## src/sv/sprite_attribute_list_writer_defines.svh

```systemverilog
// Assertion helpers shared by the sprite attribute list writer.
`ifndef SPRITE_ATTRIBUTE_LIST_WRITER_DEFINES_SVH
`define SPRITE_ATTRIBUTE_LIST_WRITER_DEFINES_SVH

// Concurrent assertion on an explicit clock and active-low reset.
`define SALW_ASSERT_CLK(name, clk, rst_n, prop, msg) \
  name: assert property (@(posedge clk) disable iff (!rst_n) prop) else $error(msg);

// Concurrent assertion on the block clock and reset.
`define SALW_ASSERT(name, prop, msg) \
  `SALW_ASSERT_CLK(name, clk_i, rst_ni, prop, msg)

`endif

```

## src/sv/salw_pkg.sv

```systemverilog
package salw_pkg;

  // Default number of sprite slots in the low attribute table.
  localparam int unsigned SALW_SPRITE_SLOTS = 128;

  // Fixed field widths.
  localparam int unsigned IDX_W      = 9;
  localparam int unsigned HIGH_BYTES = 32;
  localparam int unsigned HIGH_IDX_W = 5;

  // Restore values of the two slot indices, in bytes.
  localparam int unsigned MAIN_RESTORE   = 16;
  localparam int unsigned SHADOW_RESTORE = 272;

  // Visible window: screen X in -64..255, screen Y in -32..223.
  localparam logic [17:0] X_BIAS = 18'h00040;
  localparam logic [16:0] X_SPAN = 17'h00140;
  localparam logic [17:0] Y_BIAS = 18'h00020;

  // Shadow companion attribute forcing.
  localparam logic [7:0] SHADOW_ATTR_KEEP = 8'hF8;
  localparam logic [7:0] SHADOW_ATTR_SET  = 8'h02;

  // Masks that keep the other three 2-bit fields of a high table byte.
  localparam logic [3:0][7:0] KEEP_MASK = {8'h3F, 8'hCF, 8'hF3, 8'hFC};

  typedef enum logic {
    OP_EMIT  = 1'b0,
    OP_FRAME = 1'b1
  } opcode_e;

  typedef enum logic [1:0] {
    CFG_CAMERA_X      = 2'd0,
    CFG_CAMERA_Y      = 2'd1,
    CFG_SHADOW_OFFSET = 2'd2
  } cfg_index_e;

  // Screen placement of one sprite.
  typedef struct packed {
    logic       ok;
    logic       x_hi;
    logic [7:0] x_byte;
    logic [7:0] y_byte;
  } place_t;

  // Subtract the camera origin and check the visible window.
  function automatic place_t salw_place(logic [15:0] wx, logic [15:0] wy,
                                        logic [15:0] cx, logic [15:0] cy);
    logic [17:0] tx;
    logic [17:0] ty;
    logic [8:0]  sx;
    place_t      p;
    tx = {2'b00, wx} + X_BIAS - {2'b00, cx};
    ty = {2'b00, wy} + Y_BIAS - {2'b00, cy};
    sx = tx[8:0] - X_BIAS[8:0];
    p.ok     = !tx[17] && (tx[16:0] < X_SPAN) && !ty[17] && (ty[16:8] == 9'd0);
    p.x_hi   = sx[8];
    p.x_byte = sx[7:0];
    p.y_byte = ty[7:0] - Y_BIAS[7:0];
    return p;
  endfunction

endpackage

```

## src/sv/sprite_attribute_list_writer.sv

```systemverilog
// Sprite attribute list writer. Each emit request on the slave stream places a sprite relative
// to the camera and, when the shadow offset is nonzero, a shadow companion; every sprite that
// lands on screen yields one master-stream result with its four attribute bytes and the updated
// high table byte, main before shadow, tlast on the final one. A request that places both sprites
// takes a main step, then a shadow step, as the 32-byte high table is read-modified-written
// through a single port once per cycle while the output register accepts. A frame-start request
// yields nothing. Requests are accepted back to back while the output register drains; a stall on
// the master side holds the request in the input register.
module sprite_attribute_list_writer
  import salw_pkg::*;
#(
  parameter int unsigned SPRITE_SLOTS = SALW_SPRITE_SLOTS
) (
  input  logic        clk_i,
  input  logic        rst_ni,
  // Configuration writes.
  input  logic        cfg_valid_i,
  output logic        cfg_ready_o,
  input  logic [1:0]  cfg_index_i,
  input  logic [15:0] cfg_data_i,
  // Sprite requests.
  input  logic        s_axis_tvalid,
  output logic        s_axis_tready,
  // world_x[15:0], world_y[31:16], tile_number[40:32], attribute[48:41], zero[55:49]
  input  logic [55:0] s_axis_tdata,
  // opcode[0]
  input  logic        s_axis_tuser,
  // Sprite results.
  output logic        m_axis_tvalid,
  input  logic        m_axis_tready,
  // slot[6:0], x_byte[14:7], y_byte[22:15], tile_byte[30:23], attr_bits[38:31],
  // high_index[43:39], high_byte[51:44], zero[55:52]
  output logic [55:0] m_axis_tdata,
  // is_shadow[0]
  output logic        m_axis_tuser,
  output logic        m_axis_tlast
);

  `include "sprite_attribute_list_writer_defines.svh"

  localparam int unsigned TABLE_BYTES  = SPRITE_SLOTS * 4;
  localparam int unsigned MAIN_START   = MAIN_RESTORE % TABLE_BYTES;
  localparam int unsigned SHADOW_START = SHADOW_RESTORE % TABLE_BYTES;
  localparam logic [IDX_W:0] TABLE_LIMIT = (IDX_W + 1)'(TABLE_BYTES);

  // Configuration registers.
  logic [15:0] camera_x_q, camera_y_q;
  logic [7:0]  shadow_offset_q;

  // Input register.
  logic        item_valid_q;
  logic        phase_q;
  opcode_e     item_op_q;
  logic [15:0] wx_q, wy_q;
  logic [8:0]  tile_q;
  logic [7:0]  attr_q;

  // Slot indices and high table.
  logic [IDX_W-1:0] main_index_q, shadow_index_q;
  logic [7:0]       high_tab_q [HIGH_BYTES];

  // Output register.
  logic        out_valid_q;
  logic [55:0] out_data_q;
  logic        out_shadow_q, out_last_q;

  logic             s_accept;
  logic [15:0]      shadow_x, shadow_y;
  place_t           main_pl, shadow_pl, sel_pl;
  logic             shadow_on, sel_shadow, active, out_free;
  logic             out_load, go_shadow, item_done, last_d;
  logic [IDX_W-1:0] sel_index, index_adv;
  logic [IDX_W:0]   index_sum;
  logic [7:0]       attr_used, attr_bits, new_byte;
  logic [HIGH_IDX_W-1:0] hi_index;
  logic [1:0]       lane;
  logic [1:0]       field;
  logic [55:0]      out_data_d;

  assign cfg_ready_o = 1'b1;
  assign s_accept    = s_axis_tvalid && s_axis_tready;

  // Configuration writes; the index outside the list is ignored.
  always_ff @(posedge clk_i or negedge rst_ni) begin
    if (!rst_ni) begin
      camera_x_q      <= '0;
      camera_y_q      <= '0;
      shadow_offset_q <= '0;
    end else if (cfg_valid_i) begin
      case (cfg_index_e'(cfg_index_i))
        CFG_CAMERA_X:      camera_x_q      <= cfg_data_i;
        CFG_CAMERA_Y:      camera_y_q      <= cfg_data_i;
        CFG_SHADOW_OFFSET: shadow_offset_q <= cfg_data_i[7:0];
        default: ;
      endcase
    end
  end

  // Placement of the main sprite and of its shadow, both evaluated every cycle.
  assign shadow_x  = wx_q + {8'd0, shadow_offset_q};
  assign shadow_y  = wy_q + {8'd0, shadow_offset_q};
  assign main_pl   = salw_place(wx_q, wy_q, camera_x_q, camera_y_q);
  assign shadow_pl = salw_place(shadow_x, shadow_y, camera_x_q, camera_y_q);
  assign shadow_on = (shadow_offset_q != 8'd0) && shadow_pl.ok;

  // Pick the sprite handled this cycle: the main one unless it is off screen or already done.
  assign sel_shadow = phase_q || !main_pl.ok;
  assign active     = item_valid_q && (item_op_q == OP_EMIT) &&
                      (phase_q ? shadow_pl.ok : (main_pl.ok || shadow_on));
  assign out_free   = !out_valid_q || m_axis_tready;
  assign out_load   = active && out_free;
  assign go_shadow  = out_load && !sel_shadow && shadow_on;
  assign item_done  = item_valid_q && !(active && !out_free) && !go_shadow;
  assign last_d     = sel_shadow || !shadow_on;
  assign s_axis_tready = !item_valid_q || item_done;

  assign sel_pl    = sel_shadow ? shadow_pl : main_pl;
  assign sel_index = sel_shadow ? shadow_index_q : main_index_q;
  assign attr_used = sel_shadow ? ((attr_q & SHADOW_ATTR_KEEP) | SHADOW_ATTR_SET) : attr_q;
  assign attr_bits = {attr_used[6:0], tile_q[8]};

  // Read-modify-write of the 2-bit {size, X bit 8} field in the high table.
  assign hi_index = sel_index[IDX_W-1:4];
  assign lane     = sel_index[3:2];
  assign field    = {attr_used[7], sel_pl.x_hi};
  assign new_byte = (high_tab_q[hi_index] & KEEP_MASK[lane]) | (8'(field) << {lane, 1'b0});

  // Advance by one slot, wrapping at the table size.
  assign index_sum = {1'b0, sel_index} + (IDX_W + 1)'(4);
  assign index_adv = (index_sum >= TABLE_LIMIT) ? IDX_W'(index_sum - TABLE_LIMIT)
                                                : index_sum[IDX_W-1:0];

  assign out_data_d = {4'd0, new_byte, hi_index, attr_bits, tile_q[7:0],
                       sel_pl.y_byte, sel_pl.x_byte, sel_index[8:2]};

  // Input register and shadow phase.
  always_ff @(posedge clk_i or negedge rst_ni) begin
    if (!rst_ni) begin
      item_valid_q <= 1'b0;
      phase_q      <= 1'b0;
    end else begin
      if (s_accept) begin
        item_valid_q <= 1'b1;
      end else if (item_done) begin
        item_valid_q <= 1'b0;
      end
      if (go_shadow) begin
        phase_q <= 1'b1;
      end else if (item_done) begin
        phase_q <= 1'b0;
      end
    end
  end

  always_ff @(posedge clk_i) begin
    if (s_accept) begin
      item_op_q <= opcode_e'(s_axis_tuser);
      wx_q      <= s_axis_tdata[15:0];
      wy_q      <= s_axis_tdata[31:16];
      tile_q    <= s_axis_tdata[40:32];
      attr_q    <= s_axis_tdata[48:41];
    end
  end

  // Slot indices and high table contents.
  always_ff @(posedge clk_i or negedge rst_ni) begin
    if (!rst_ni) begin
      main_index_q   <= IDX_W'(MAIN_START);
      shadow_index_q <= IDX_W'(SHADOW_START);
      for (int i = 0; i < HIGH_BYTES; i++) begin
        high_tab_q[i] <= '0;
      end
    end else begin
      if (item_valid_q && (item_op_q == OP_FRAME)) begin
        main_index_q   <= IDX_W'(MAIN_START);
        shadow_index_q <= IDX_W'(SHADOW_START);
      end else if (out_load) begin
        if (sel_shadow) begin
          shadow_index_q <= index_adv;
        end else begin
          main_index_q <= index_adv;
        end
      end
      if (out_load) begin
        high_tab_q[hi_index] <= new_byte;
      end
    end
  end

  // Output register.
  always_ff @(posedge clk_i or negedge rst_ni) begin
    if (!rst_ni) begin
      out_valid_q <= 1'b0;
    end else if (out_free) begin
      out_valid_q <= out_load;
    end
  end

  always_ff @(posedge clk_i) begin
    if (out_load) begin
      out_data_q   <= out_data_d;
      out_shadow_q <= sel_shadow;
      out_last_q   <= last_d;
    end
  end

  assign m_axis_tvalid = out_valid_q;
  assign m_axis_tdata  = out_data_q;
  assign m_axis_tuser  = out_shadow_q;
  assign m_axis_tlast  = out_last_q;

  // The shadow phase only exists for an emit request held in the input register.
  `SALW_ASSERT(a_phase_needs_emit, phase_q |-> item_valid_q && (item_op_q == OP_EMIT),
               "shadow phase without an emit request")
  // Slot indices stay slot-aligned and inside the table.
  `SALW_ASSERT(a_index_range,
               (main_index_q[1:0] == 2'b00) && ({1'b0, main_index_q} < TABLE_LIMIT) &&
               (shadow_index_q[1:0] == 2'b00) && ({1'b0, shadow_index_q} < TABLE_LIMIT),
               "slot index out of range")
  // A result without tlast is always followed by the shadow phase of the same request.
  `SALW_ASSERT(a_not_last_goes_shadow, out_load && !last_d |=> phase_q && item_valid_q,
               "non-final result without a pending shadow sprite")

endmodule
```

## config.mk

```make
export PLATFORM = sky130hd
export DESIGN_NAME = sprite_attribute_list_writer
export DESIGN_NICKNAME = d
export VERILOG_FILES = /design/src/sv/salw_pkg.sv /design/src/sv/sprite_attribute_list_writer.sv
export VERILOG_INCLUDE_DIRS = /design/src /design/src/sv
export SDC_FILE = /design/constraint.sdc
export NUM_CORES = 1
export LEC_CHECK = 0
export BUFFER_PORTS_ARGS = -buffer_cell sky130_fd_sc_hd__buf_4
export CORE_MARGIN = 3
export CORE_UTILIZATION = 62
export DETAILED_ROUTE_END_ITERATION = 7
export PLACE_DENSITY = 0.92
export SYNTH_ARGS = -nofsm -noshare
export SYNTH_HDL_FRONTEND = slang
export SYNTH_SLANG_ARGS = --single-unit
```

## constraint.sdc

```tcl
create_clock -name clk_i -period 8.2 [get_ports clk_i]
set_clock_uncertainty 0.1 [all_clocks]
set_input_delay 1.64 -clock clk_i [delete_from_list [all_inputs] [get_ports clk_i]]
set_output_delay 1.64 -clock clk_i [all_outputs]
set_load 0.02 [all_outputs]
```

==> results.tsv <==
stage	metric	value	unit
timing	Final setup viols	0	
logic_synthesis	post-synthesis cell area	0.0241	sq mm
logic_synthesis	Yosys reg bits	412	
timing	Slew Limit Fails	0	
timing	crit share post-route	96.9	%
timing	Least-Margin Pin Slew	1.34	ns
logic_synthesis	Netlist cell types	94	
grt	Remaining Overflow, GRT	0	
timing	setup TNS	0	ns
power_and_ir_drop	worst vdd ir	278	uV
routing	routed len/inst	22.6	microns
setup_path	startpoint types	flop	
clocking	CTS Sinks	412	
die	Die Span X	203	microns
cells_and_area	Multi-input gate area	0.0123	sq mm
min_path	Hold Path Class	flop to flop	
routing	WL final	70900	microns
cells_and_area	Net count, final	2826	
power_and_ir_drop	Leak Pwr	11.7	nW
cells_and_area	non-filler instance count after layout	3137	
die	# rows	71	
setup_path	worst r2r dst	high_tab_q[135]	
clocking	CTS Buf Count	45	
clocking	clk slew on worst S/H paths	0.05	ns
run_status	status	finished, final reports clean	
die	core footprint	0.0379	sq mm
setup_path	Crit Path Category	flop to primary output	
routing	via-per-instance ratio	6.63	
clocking	H-tree levels	2	
setup_path	critical path's top delay family	compound AO/OA/AOI/OAI gates	
timing	Peak Freq	0.126	GHz
clocking	# hold bufs at CTS	0	
grt	initial antenna violation count	0	
cells_and_area	most frequent cells in the layout	308 x dfrtp_1, 272 x nand2_1, 244 x nor2_1, 179 x a21oi_1, 176 x buf_4	
routing	Iteration-0 DRC Markers	2414	
setup_path	CP Data Arrival Time	6.21	ns
place	Port Buffers	128	
routing	DR vias	20793	
logic_synthesis	Seq/Total Area, Yosys	44.9	%
timing	Rel. slew slack	10.2	%
setup_path	Worst EP required	6.46	ns
clocking	Max clock buf depth	3	
place	placed cells	3053	
setup_path	crit path max-delay cell type	dfrtp_1	
die	Die H	203	microns
routing	DR pass1 iterations	8	
grt	first-pass GRT wire length	112000	microns
timing	unrepaired setup endpoints after global routing	false	
setup_path	crit-path max FO	6	
min_path	Hold EP	m_axis_tdata[31]	
logic_synthesis	Ys Warns	0	
min_path	hold wc startpoint	tile_q[8]	
cells_and_area	Fill cells	2715	
logic_synthesis	Most used DFF post-synth	dfrtp_1	
cells_and_area	Ant. Diodes	0	
setup_path	flop-to-flop setup slack	0.62	ns
grt	vias in the first global route	20824	
cells_and_area	commonest non-fill, non-tap cell in the layout	dfrtp_1	
setup_path	r2r worst-path depth	19	
clocking	worst-skew pair later-pin latency	0.59	ns
place	hpwl dp	48400	microns
grt	largest net degree at the start of global routing	83	
setup_path	WP buf/inv	1	
routing	Detail Route Antenna Nets	0	
cells_and_area	sequential cell area	0.0108	sq mm
clocking	root buffer selected by CTS	clkbuf_16	
place	Placer Congestion	0.974	
logic_synthesis	syn avg cell area	9.61	sq um
cells_and_area	post-layout util	71.1	%
die	Initial Utilization	63.4	%
setup_path	worst flop-to-flop path startpoint	wx_q[1]	
grt	Total GRT Usage	34.1	%
setup_path	Stages on worst setup path	26	
logic_synthesis	Syn Inst Count	2504	
clocking	CTS tree	built	
run	max cap viols	0	
routing	DRC viols	0	
cells_and_area	area delta synth->final	12.1	%
min_path	hold path depth	0	
logic_synthesis	EDFF count, synth	99	
timing	min cycle time layout	7.95	ns
die	# IOs	141	
setup_path	crit path capture type	primary output	
cells_and_area	share of cells above drive strength 1	14.4	%
setup_path	slowest stage delay, CP	0.44	ns
timing	final hold violation count	0	
die	Die ar.	0.0412	sq mm
power_and_ir_drop	power density cells	252	mW/mm^2
logic_synthesis	asr flop ratio synth	76.0	%
-- how the worst max path moves through the flow --
stage,start,end,slack [ns]
2_1_floorplan,shadow_offset_q[1],high_tab_q[139],1.02
3_3_place_gp,shadow_offset_q[1],s_axis_tready,0.79
3_5_place_dp,shadow_offset_q[1],s_axis_tready,0.59
4_1_cts,shadow_offset_q[1],s_axis_tready,0.02
5_1_grt,shadow_offset_q[0],s_axis_tready,0.007
6_report,shadow_offset_q[1],s_axis_tready,0.25
-- through the flow --
stage	setup slack, ns	power [mW]	hold WS, ns	instance area (sq um)
6_report	0.254	6.80	0.315	27000
5_1_grt	0.00662	7.13	0.329	27000
4_1_cts	0.0157	6.73	0.317	26900
3_5_place_dp	0.593	4.74	0.305	25400
3_3_place_gp	0.789	4.62	0.301	25400
2_1_floorplan	1.02	4.01	0.300	24100
-- flip-flops by register name, summed over array words and instances (netlist names), 7 cells and up --
name,count
high_tab_q,256
m_axis_tdata,47
camera_x_q,16
camera_y_q,16
wx_q,16
wy_q,16
tile_q,9
attr_q,8
shadow_offset_q,8
main_index_q,7
shadow_index_q,7
-- cells in the mapped netlist (16+ instances only) --
cell type | number | area [sq um]
ha_1 | 146 | 1830
o22ai_1 | 17 | 106
nor2_1 | 244 | 916
nor4_1 | 23 | 144
nand3_1 | 84 | 420
xnor2_1 | 41 | 359
mux2_2 | 55 | 619
a21oi_1 | 184 | 921
inv_1 | 102 | 383
a21o_1 | 18 | 135
and3_1 | 23 | 144
buf_4 | 16 | 120
dfrtp_1 | 310 | 7760
and2_1 | 27 | 169
nor3_1 | 41 | 205
xor2_1 | 33 | 289
a31oi_1 | 65 | 407
buf_1 | 18 | 67.6
o21ai_0 | 158 | 791
edfxtp_1 | 99 | 2970
nor2b_1 | 18 | 113
nand2b_1 | 34 | 213
nand2_1 | 273 | 1020
clkbuf_1 | 82 | 308
buf_2 | 17 | 85.1
mux2i_1 | 98 | 981
-- repair_timing --
| item | 4_1_cts | 5_1_grt |
|---|---|---|
| pin swaps | 0 | 1 |
| gates resized for setup | 4 | 17 |
| setup endpoints to repair | 1 | 1 |
| setup buffers | 0 | 1 |
-- layout make-up --
cell class | instances | area share, %
Multi-Input combinational cell | 1848 | 45.7
Sequential cell | 412 | 40.1
Timing Repair Buffer | 179 | 5.10
Clock buffer | 63 | 4.80
Tap cell | 511 | 2.37
Inverter | 104 | 1.45
Clock inverter | 20 | 0.529
-- report_power, final --
group	internal [mW]	leakage, nW	switching [mW]
combinational	0.931	5.73	1.62
sequential	2.22	5.23	0.0424
clock	1.14	0.712	0.851
total	4.29	11.7	2.52
-- cell families (layout without fill, tap and decap cells) --
| group | after synthesis | count (layout) | share of synthesized area (%) |
|---|---|---|---|
| XOR/XNOR | 74 | 74 | 2.69 |
| AND/OR/NAND/NOR | 833 | 833 | 16.1 |
| AO/OA/AOI/OAI | 624 | 624 | 16.3 |
| multiplexers | 156 | 156 | 6.93 |
| flip-flops | 412 | 412 | 44.9 |
| other | 2 | 5 | 0.0312 |
| adder cells (fa/ha/maj) | 156 | 156 | 8.43 |
| buffers and inverters | 247 | 366 | 4.49 |
-- per-layer routing --
metal  vias up  share of wire [%]  GRT usage, %
li1       9158                  -             -
met1     10001                 38          44.5
met2      1342                 45          53.7
met3       292                 11          8.23
met4         0                5.2          16.6
met5         -                  0             0
Note: power is estimated with default switching activity, not from simulation.
